### config.mk
export PLATFORM = sky130hd
export DESIGN_NAME = double_ended_queue
export DESIGN_NICKNAME = d
export VERILOG_FILES = /design/src/hdl/dq_pkg.sv /design/src/hdl/dq_ctrl.sv /design/src/hdl/dq_datapath.sv /design/src/hdl/double_ended_queue.sv
export SDC_FILE = /design/constraint.sdc
export NUM_CORES = 1
export LEC_CHECK = 0
export ABC_AREA = 1
export BUFFER_PORTS_ARGS = -buffer_cell sky130_fd_sc_hd__buf_4
export CORE_UTILIZATION = 35
export CTS_CLUSTER_SIZE = 40
export DETAILED_ROUTE_END_ITERATION = 16
export GPL_TIMING_DRIVEN = 0
export HOLD_SLACK_MARGIN = 0.05
export SYNTH_ARGS = -nofsm -noshare
export SYNTH_HDL_FRONTEND = slang
export SYNTH_SLANG_ARGS = --single-unit
### constraint.sdc
create_clock -name aclk -period 4.15 [get_ports aclk]
set_input_delay 0.6225 -clock aclk [delete_from_list [all_inputs] [get_ports aclk]]
set_output_delay 0.6225 -clock aclk [all_outputs]
set_load 0.01 [all_outputs]
### src/hdl/dq_pkg.sv
// Package: sizes, operation and status codes, controller/datapath interface types.
package dq_pkg;

    // Ring capacity and derived widths
    localparam int CAPACITY = 32;
    localparam int IDX_W    = (CAPACITY > 1) ? $clog2(CAPACITY) : 1;
    localparam int CNT_W    = $clog2(CAPACITY + 1);
    localparam int DATA_W   = 32;
    localparam int MODE_W   = 3;
    localparam int STAT_W   = 2;

    localparam logic [IDX_W:0]   CAP_EXT  = (IDX_W + 1)'(CAPACITY);
    localparam logic [IDX_W-1:0] IDX_MAX  = IDX_W'(CAPACITY - 1);
    localparam logic [IDX_W-1:0] IDX_ZERO = '0;
    localparam logic [IDX_W-1:0] IDX_ONE  = IDX_W'(1);
    localparam logic [CNT_W-1:0] CNT_FULL = CNT_W'(CAPACITY);
    localparam logic [CNT_W-1:0] CNT_ZERO = '0;
    localparam logic [CNT_W-1:0] CNT_ONE  = CNT_W'(1);

    // Operation codes
    localparam logic [MODE_W-1:0] MODE_PUSH_FRONT = 3'd0;
    localparam logic [MODE_W-1:0] MODE_PUSH_BACK  = 3'd1;
    localparam logic [MODE_W-1:0] MODE_LIST       = 3'd2;
    localparam logic [MODE_W-1:0] MODE_POP_FRONT  = 3'd3;
    localparam logic [MODE_W-1:0] MODE_POP_BACK   = 3'd4;

    // Result status codes
    localparam logic [STAT_W-1:0] ST_OK        = 2'd0;
    localparam logic [STAT_W-1:0] ST_UNDERFLOW = 2'd1;
    localparam logic [STAT_W-1:0] ST_OVERFLOW  = 2'd2;
    localparam logic [STAT_W-1:0] ST_EMPTY     = 2'd3;

    // Controller states
    typedef enum logic {
        S_IDLE,
        S_LIST
    } dq_state_t;

    // Commands from controller to datapath
    typedef struct packed {
        logic              push_front;
        logic              push_back;
        logic              pop_front;
        logic              pop_back;
        logic              list_clear;
        logic              list_step;
        logic              use_list_offset;
        logic              load_result;
        logic              load_element;
        logic [STAT_W-1:0] status;
        logic              last;
        logic              out_clear;
    } dq_cmd_t;

    // Status from datapath to controller
    typedef struct packed {
        logic empty;
        logic full;
        logic list_last;
        logic out_valid;
    } dq_stat_t;

endpackage

### src/hdl/dq_ctrl.sv
// Controller: decodes operations, sequences listings, manages the result handshake.
module dq_ctrl (
    input  logic                        aclk,
    input  logic                        aresetn,
    input  logic                        s_valid,
    output logic                        s_ready,
    input  logic [dq_pkg::MODE_W-1:0]   s_mode,
    input  logic                        m_ready,
    input  dq_pkg::dq_stat_t            stat,
    output dq_pkg::dq_cmd_t             cmd
);
    import dq_pkg::*;

    dq_state_t state_reg, state_next;
    logic      out_free;
    logic      accept;

    // Result register can take a new result this cycle
    assign out_free = !stat.out_valid || m_ready;
    assign accept   = s_valid && s_ready;

    // State register
    always_ff @(posedge aclk) begin
        if (!aresetn) begin
            state_reg <= S_IDLE;
        end else begin
            state_reg <= state_next;
        end
    end

    // Next state
    always_comb begin
        state_next = state_reg;
        case (state_reg)
            S_IDLE: begin
                if (accept && s_mode == MODE_LIST && !stat.empty) begin
                    state_next = S_LIST;
                end
            end
            S_LIST: begin
                if (out_free && stat.list_last) begin
                    state_next = S_IDLE;
                end
            end
            default: state_next = S_IDLE;
        endcase
    end

    // Outputs and datapath commands
    always_comb begin
        cmd           = '0;
        cmd.out_clear = m_ready;
        s_ready       = 1'b0;
        case (state_reg)
            S_IDLE: begin
                s_ready = out_free;
                // transaction taken this cycle (s_ready equals out_free here)
                if (s_valid && out_free) begin
                    case (s_mode)
                        MODE_PUSH_FRONT, MODE_PUSH_BACK: begin
                            cmd.load_result = 1'b1;
                            cmd.last        = 1'b1;
                            if (stat.full) begin
                                cmd.status = ST_OVERFLOW;
                            end else begin
                                cmd.status     = ST_OK;
                                cmd.push_front = (s_mode == MODE_PUSH_FRONT);
                                cmd.push_back  = (s_mode == MODE_PUSH_BACK);
                            end
                        end
                        MODE_POP_FRONT, MODE_POP_BACK: begin
                            cmd.load_result = 1'b1;
                            cmd.last        = 1'b1;
                            if (stat.empty) begin
                                cmd.status = ST_UNDERFLOW;
                            end else begin
                                cmd.status    = ST_OK;
                                cmd.pop_front = (s_mode == MODE_POP_FRONT);
                                cmd.pop_back  = (s_mode == MODE_POP_BACK);
                            end
                        end
                        MODE_LIST: begin
                            if (stat.empty) begin
                                cmd.load_result = 1'b1;
                                cmd.last        = 1'b1;
                                cmd.status      = ST_EMPTY;
                            end else begin
                                cmd.list_clear = 1'b1;
                            end
                        end
                        default: begin
                            // undefined operation codes are dropped
                        end
                    endcase
                end
            end
            S_LIST: begin
                if (out_free) begin
                    cmd.load_result     = 1'b1;
                    cmd.load_element    = 1'b1;
                    cmd.use_list_offset = 1'b1;
                    cmd.list_step       = 1'b1;
                    cmd.status          = ST_OK;
                    cmd.last            = stat.list_last;
                end
            end
            default: begin
                s_ready = 1'b0;
            end
        endcase
    end

endmodule

### src/hdl/dq_datapath.sv
// Datapath: ring memory, head index, fill count, listing index and result register.
module dq_datapath (
    input  logic                               aclk,
    input  logic                               aresetn,
    input  logic signed [dq_pkg::DATA_W-1:0]   s_value,
    input  dq_pkg::dq_cmd_t                    cmd,
    output dq_pkg::dq_stat_t                   stat,
    output logic                               m_valid,
    output logic signed [dq_pkg::DATA_W-1:0]   m_element,
    output logic [dq_pkg::STAT_W-1:0]          m_status,
    output logic                               m_last
);
    import dq_pkg::*;

    logic signed [DATA_W-1:0] mem [CAPACITY];

    logic [IDX_W-1:0]  head_reg, head_next;
    logic [CNT_W-1:0]  count_reg, count_next;
    logic [IDX_W-1:0]  idx_reg, idx_next;
    logic              out_valid_reg, out_valid_next;
    logic signed [DATA_W-1:0] element_reg;
    logic [STAT_W-1:0] status_reg;
    logic              last_reg;

    logic [IDX_W-1:0]  head_dec;
    logic [IDX_W-1:0]  head_inc;
    logic [IDX_W-1:0]  offset;
    logic [IDX_W:0]    sum_wide;
    logic [IDX_W-1:0]  ring_addr;
    logic [IDX_W-1:0]  wr_addr;
    logic              mem_we;

    // Head neighbors with wrap
    assign head_dec = (head_reg == IDX_ZERO) ? IDX_MAX : head_reg - IDX_ONE;
    assign head_inc = (head_reg == IDX_MAX) ? IDX_ZERO : head_reg + IDX_ONE;

    // Ring address head + offset, one compare and subtract
    assign offset    = cmd.use_list_offset ? idx_reg : count_reg[IDX_W-1:0];
    assign sum_wide  = {1'b0, head_reg} + {1'b0, offset};
    assign ring_addr = (sum_wide >= CAP_EXT) ? IDX_W'(sum_wide - CAP_EXT)
                                             : sum_wide[IDX_W-1:0];

    assign mem_we  = cmd.push_front || cmd.push_back;
    assign wr_addr = cmd.push_front ? head_dec : ring_addr;

    // Status toward the controller
    assign stat.empty     = (count_reg == CNT_ZERO);
    assign stat.full      = (count_reg >= CNT_FULL);
    assign stat.list_last = ((CNT_W'(idx_reg) + CNT_ONE) == count_reg);
    assign stat.out_valid = out_valid_reg;

    // Pointer, count, listing index and result valid updates
    always_comb begin
        head_next      = head_reg;
        count_next     = count_reg;
        idx_next       = idx_reg;
        out_valid_next = out_valid_reg;
        if (cmd.push_front) begin
            head_next  = head_dec;
            count_next = count_reg + CNT_ONE;
        end else if (cmd.push_back) begin
            count_next = count_reg + CNT_ONE;
        end else if (cmd.pop_front) begin
            head_next  = head_inc;
            count_next = count_reg - CNT_ONE;
        end else if (cmd.pop_back) begin
            count_next = count_reg - CNT_ONE;
        end
        if (cmd.list_clear) begin
            idx_next = IDX_ZERO;
        end else if (cmd.list_step) begin
            idx_next = idx_reg + IDX_ONE;
        end
        if (cmd.load_result) begin
            out_valid_next = 1'b1;
        end else if (cmd.out_clear) begin
            out_valid_next = 1'b0;
        end
    end

    always_ff @(posedge aclk) begin
        if (!aresetn) begin
            head_reg      <= IDX_ZERO;
            count_reg     <= CNT_ZERO;
            idx_reg       <= IDX_ZERO;
            out_valid_reg <= 1'b0;
        end else begin
            head_reg      <= head_next;
            count_reg     <= count_next;
            idx_reg       <= idx_next;
            out_valid_reg <= out_valid_next;
        end
    end

    // Ring memory write port
    always_ff @(posedge aclk) begin
        if (mem_we) begin
            mem[wr_addr] <= s_value;
        end
    end

    // Result register; element comes from the registered memory read, or is zero when no element is loaded
    always_ff @(posedge aclk) begin
        if (cmd.load_result) begin
            element_reg <= cmd.load_element ? mem[ring_addr] : '0;
            status_reg  <= cmd.status;
            last_reg    <= cmd.last;
        end
    end

    assign m_valid   = out_valid_reg;
    assign m_element = element_reg;
    assign m_status  = status_reg;
    assign m_last    = last_reg;

endmodule

### src/hdl/double_ended_queue.sv
// Top level: double-ended queue of signed 32-bit values on a ring memory.
//
//  channel | direction | handshake          | payload
//  s_      | in        | s_valid / s_ready  | s_mode[2:0], s_value[31:0]
//  m_      | out       | m_valid / m_ready  | m_element[31:0], m_status[1:0], m_last
//
// Push and pop: the result is registered and appears in the cycle after acceptance.
// Listing of N elements: after acceptance, the elements follow one per cycle while
// the result register is free, through the single memory read port; s_ready stays low meanwhile.
// Result register stalls on m_ready; a new transaction is taken while the last
// result is being consumed. Reset (synchronous, aresetn low) empties the queue.
module double_ended_queue (
    input  logic                               aclk,
    input  logic                               aresetn,
    input  logic                               s_valid,
    output logic                               s_ready,
    input  logic [dq_pkg::MODE_W-1:0]          s_mode,
    input  logic signed [dq_pkg::DATA_W-1:0]   s_value,
    output logic                               m_valid,
    input  logic                               m_ready,
    output logic signed [dq_pkg::DATA_W-1:0]   m_element,
    output logic [dq_pkg::STAT_W-1:0]          m_status,
    output logic                               m_last
);
    import dq_pkg::*;

    dq_cmd_t  cmd;
    dq_stat_t stat;

    // Control
    dq_ctrl u_ctrl (
        .aclk    (aclk),
        .aresetn (aresetn),
        .s_valid (s_valid),
        .s_ready (s_ready),
        .s_mode  (s_mode),
        .m_ready (m_ready),
        .stat    (stat),
        .cmd     (cmd)
    );

    // Storage and result path
    dq_datapath u_datapath (
        .aclk      (aclk),
        .aresetn   (aresetn),
        .s_value   (s_value),
        .cmd       (cmd),
        .stat      (stat),
        .m_valid   (m_valid),
        .m_element (m_element),
        .m_status  (m_status),
        .m_last    (m_last)
    );

endmodule

==> results by group <==
Outcome
  – Status: completed

Cells and area
  – Share of post-route cells with drive strength above 1: 13.9%
  – Final Cell Area: 51600 sq um
  – Fillers: 11400
  – Final net count: 3816
  – P&R area growth vs syn: 18.3%
  – Max FFs per register: 1024

Placed design
  – Port Buf Inserts: 75
  – Placed Area: 47200 sq um
  – Detail Placement HPWL: 90.5 mm
  – Routability cong.: 0.873

Worst setup path
  – Crit-path max FO: 10
  – Crit path cell chain: nand2_2 -> inv_4 -> o21ai_0 -> inv_1 -> ha_1 -> inv_1 -> fa_1 -> buf_2 -> buf_4 -> clkbuf_2 -> o21ai_0 -> o211ai_1 -> nand3_1 -> nand2_1 -> nor2_1 -> nor2_2
  – Startpoint class of the critical path: flip-flop
  – CP Class: reg -> reg
  – Slowest cell delay on critical path: 0.49 ns
  – CP max-delay cell: fa_1
  – Worst path required time: 4.65 ns
  – WP data arrival: 4.64 ns
  – Critical Path End Type: flip-flop

Detailed routing
  – Iter 0 DRT Violations: 3905
  – Router iterations before antenna repair: 6
  – Routed Wire Length: 135 mm
  – Wire per inst: 24.5 um
  – Vias per cell: 5.34
  – Via count: 29300
  – DRT antenna net count: 0
  – Residual DRC count: 0

STA
  – Worst slew pin tran: 0.834 ns
  – RSZ-0062 raised after global routing: yes
  – Slew Viols, Final: 0
  – Max Clock Freq: 0.241 GHz
  – Min Tclk post-route: 4.14 ns
  – Worst slew margin: 44.4%
  – # setup viols final: 0
  – Period utilisation layout: 99.8%
  – Fin. Hold Viols: 0
  – Hold Worst Slack: 0.254 ns
  – Clock Skew: 0.0364 ns

Power and ir drop
  – Leakage power: 16.9 nW
  – Peak VDD IR: 0.000390 V
  – Clock power frac: 36.3%
  – P_sw: 0.00802 W
  – Overall Power: 0.0272 W
  – Sequential power share: 44.4%
  – Gate power share: 19.4%
  – Pwr dens: 529 nW/um^2
  – P_int: 0.0192 W
  – Sw frac: 29.5%

Synth
  – Share of the synthesized area in the top cell type: 73.0%
  – Top post-synthesis cells by area: edfxtp_1, nor2_1, o21ai_0
  – Syn Nets: 3559
  – Dominant cell by count in the synthesized netlist: edfxtp_1
  – Most common flop cell mapped by yosys: edfxtp_1
  – Seq/Total Area, Yosys: 73.8%
  – Post-Syn Instances: 3508
  – Unique cell type count in the Yosys netlist: 35
  – Mapped Avg Cell Area: 12.4 sq um
  – Mapped cell area: 43600 sq um
  – Yosys reg bits: 1077
  – Synth cell count leaders: edfxtp_1, nor2_1, o21ai_0
  – Synth area leader: edfxtp_1
  – Syn. warnings: 0
  – EDFF count, synth: 1059
  – Post-synth ARST share: 0%

Die
  – Core ar.: 124000 sq um
  – Row count: 129
  – Initial Util: 35.3%
  – IO Count: 76
  – Die X: 355 um
  – Area of the die: 126000 sq um
  – Die height: 355 um

Clocking
  – Max Root-Sink Buffers: 3
  – TritonCTS buffer count: 110
  – Clock Sinks: 1077
  – Reg clk slew, reported paths: 0.06 ns
  – Root Buffer: clkbuf_16
  – CTS tree: done
  – Clk_lat worst skew: 0.71 ns
  – Clock H-tree levels: 3

Job
  – Max-Cap Viols: 0

GRT
  – First-pass GRT wire length: 192 mm
  – Largest net degree at the start of global routing: 33
  – Initial antenna violation count: 6
  – GRT Resource Usage Total: 21.1%
  – Vias in the first global route: 27700
  – Total gr overflow: 0

Hold path
  – Hold Crit Class: in -> reg
[logic make-up (layout without fill, tap and decap cells)]
group	count (synthesis)	after routing	synth area share (%)
other cells	0	3	0
flops	1077	1077	73.8
compound gates	745	745	9.69
fa+ha+maj	12	12	0.362
xor+xnor	9	9	0.181
simple gates	1389	1389	13.0
buf+inv	276	625	2.94
[power by group through the flow]
| stage | sequential (W) | combinational (W) | clock, W |
|---|---|---|---|
| floorplan | 0.0123 | 0.00288 | 0 |
| global placement | 0.0123 | 0.00495 | 0 |
| detailed placement | 0.0123 | 0.00508 | 0 |
| finish | 0.0121 | 0.00528 | 0.00988 |
| global route | 0.0121 | 0.00567 | 0.0104 |
| CTS | 0.0121 | 0.00515 | 0.0100 |
[metrics by stage]
step | util, % | worst slack [ns] | setup TNS [ns] | std cells
after global routing | 41.7 | -0.0776 | -0.461 | 5494
final | 41.7 | 0.00703 | 0 | 5497
after floorplan | - | -0.286 | -224.47 | 3508
after CTS | 41.6 | 0.00123 | 0 | 5492
after detailed placement | 38.2 | -0.920 | -588.73 | 5253
after global placement | 37.4 | -2.40 | -2140.73 | 5220
[worst paths after layout]
kind | depth (start not counted) | slack [ns] | endpoint | from
max | 16 | 0.007 | u_datapath.m_element[19] | u_ctrl.state_reg
min | 3 | 0.25 | u_datapath.head_reg[2] | aresetn
max reg2reg | 16 | 0.007 | u_datapath.m_element[19] | u_ctrl.state_reg
min reg2reg | 2 | 0.55 | u_datapath.idx_reg[3] | u_datapath.idx_reg[3]
[repair_timing]
item                       in CTS  in global routing
pin swaps                      29                  2
buffers inserted               35                  2
resized for setup              42                 77
hold buffers                    0                  0
setup endpoints to repair     993                416
[worst max-delay path, delay by kind of cell (launching register included)]
family          cells  cell delay (ns)
compound gates      3             0.61
fa+ha+maj           2             0.64
buf+inv             6             1.31
flops               1             0.45
simple gates        5             0.93
[per-layer routing]
layer  GRT usage (%)  up-vias  part of all wire, %  wire length [um]
li1                -    13300                    -                 -
met1            29.2    14400                   41             55500
met2            32.7     1457                   45             60900
met3            3.94      221                  9.9             13400
met4            8.09        6                  3.6              4900
met5               0        -                0.028                38
[area by class of cell]
| class | count | area, sq um | share of cell area (%) |
|---|---|---|---|
| Inverter | 48 | 185 | 0.359 |
| Timing Repair Buffer | 145 | 1870 | 3.64 |
| Multi-Input combinational cell | 2155 | 10500 | 20.4 |
| Sequential cell | 1077 | 32200 | 62.4 |
| Clock buffer | 141 | 2950 | 5.73 |
| Tap cell | 1637 | 2050 | 3.97 |
| Buffer | 228 | 1200 | 2.32 |
| Antenna cell | 3 | 7.51 | 0.0146 |
| Clock inverter | 63 | 634 | 1.23 |
[cells in the final DEF, fill, tap and decap left out, types with 24 or more instances in the layout]
cell type / Yosys / final
buf_12: 0 / 34
clkbuf_1: 94 / 84
o21ai_0: 302 / 302
edfxtp_1: 1059 / 1059
buf_2: 64 / 64
nand2_1: 145 / 144
o21ai_1: 225 / 225
clkbuf_16: 0 / 114
nand3_1: 259 / 256
nor2_1: 954 / 902
nor2_4: 1 / 39
inv_1: 34 / 34
o211ai_1: 194 / 194
buf_4: 27 / 120
clkbuf_2: 0 / 43
clkinv_1: 1 / 24
(Power assumes the default switching activity.)
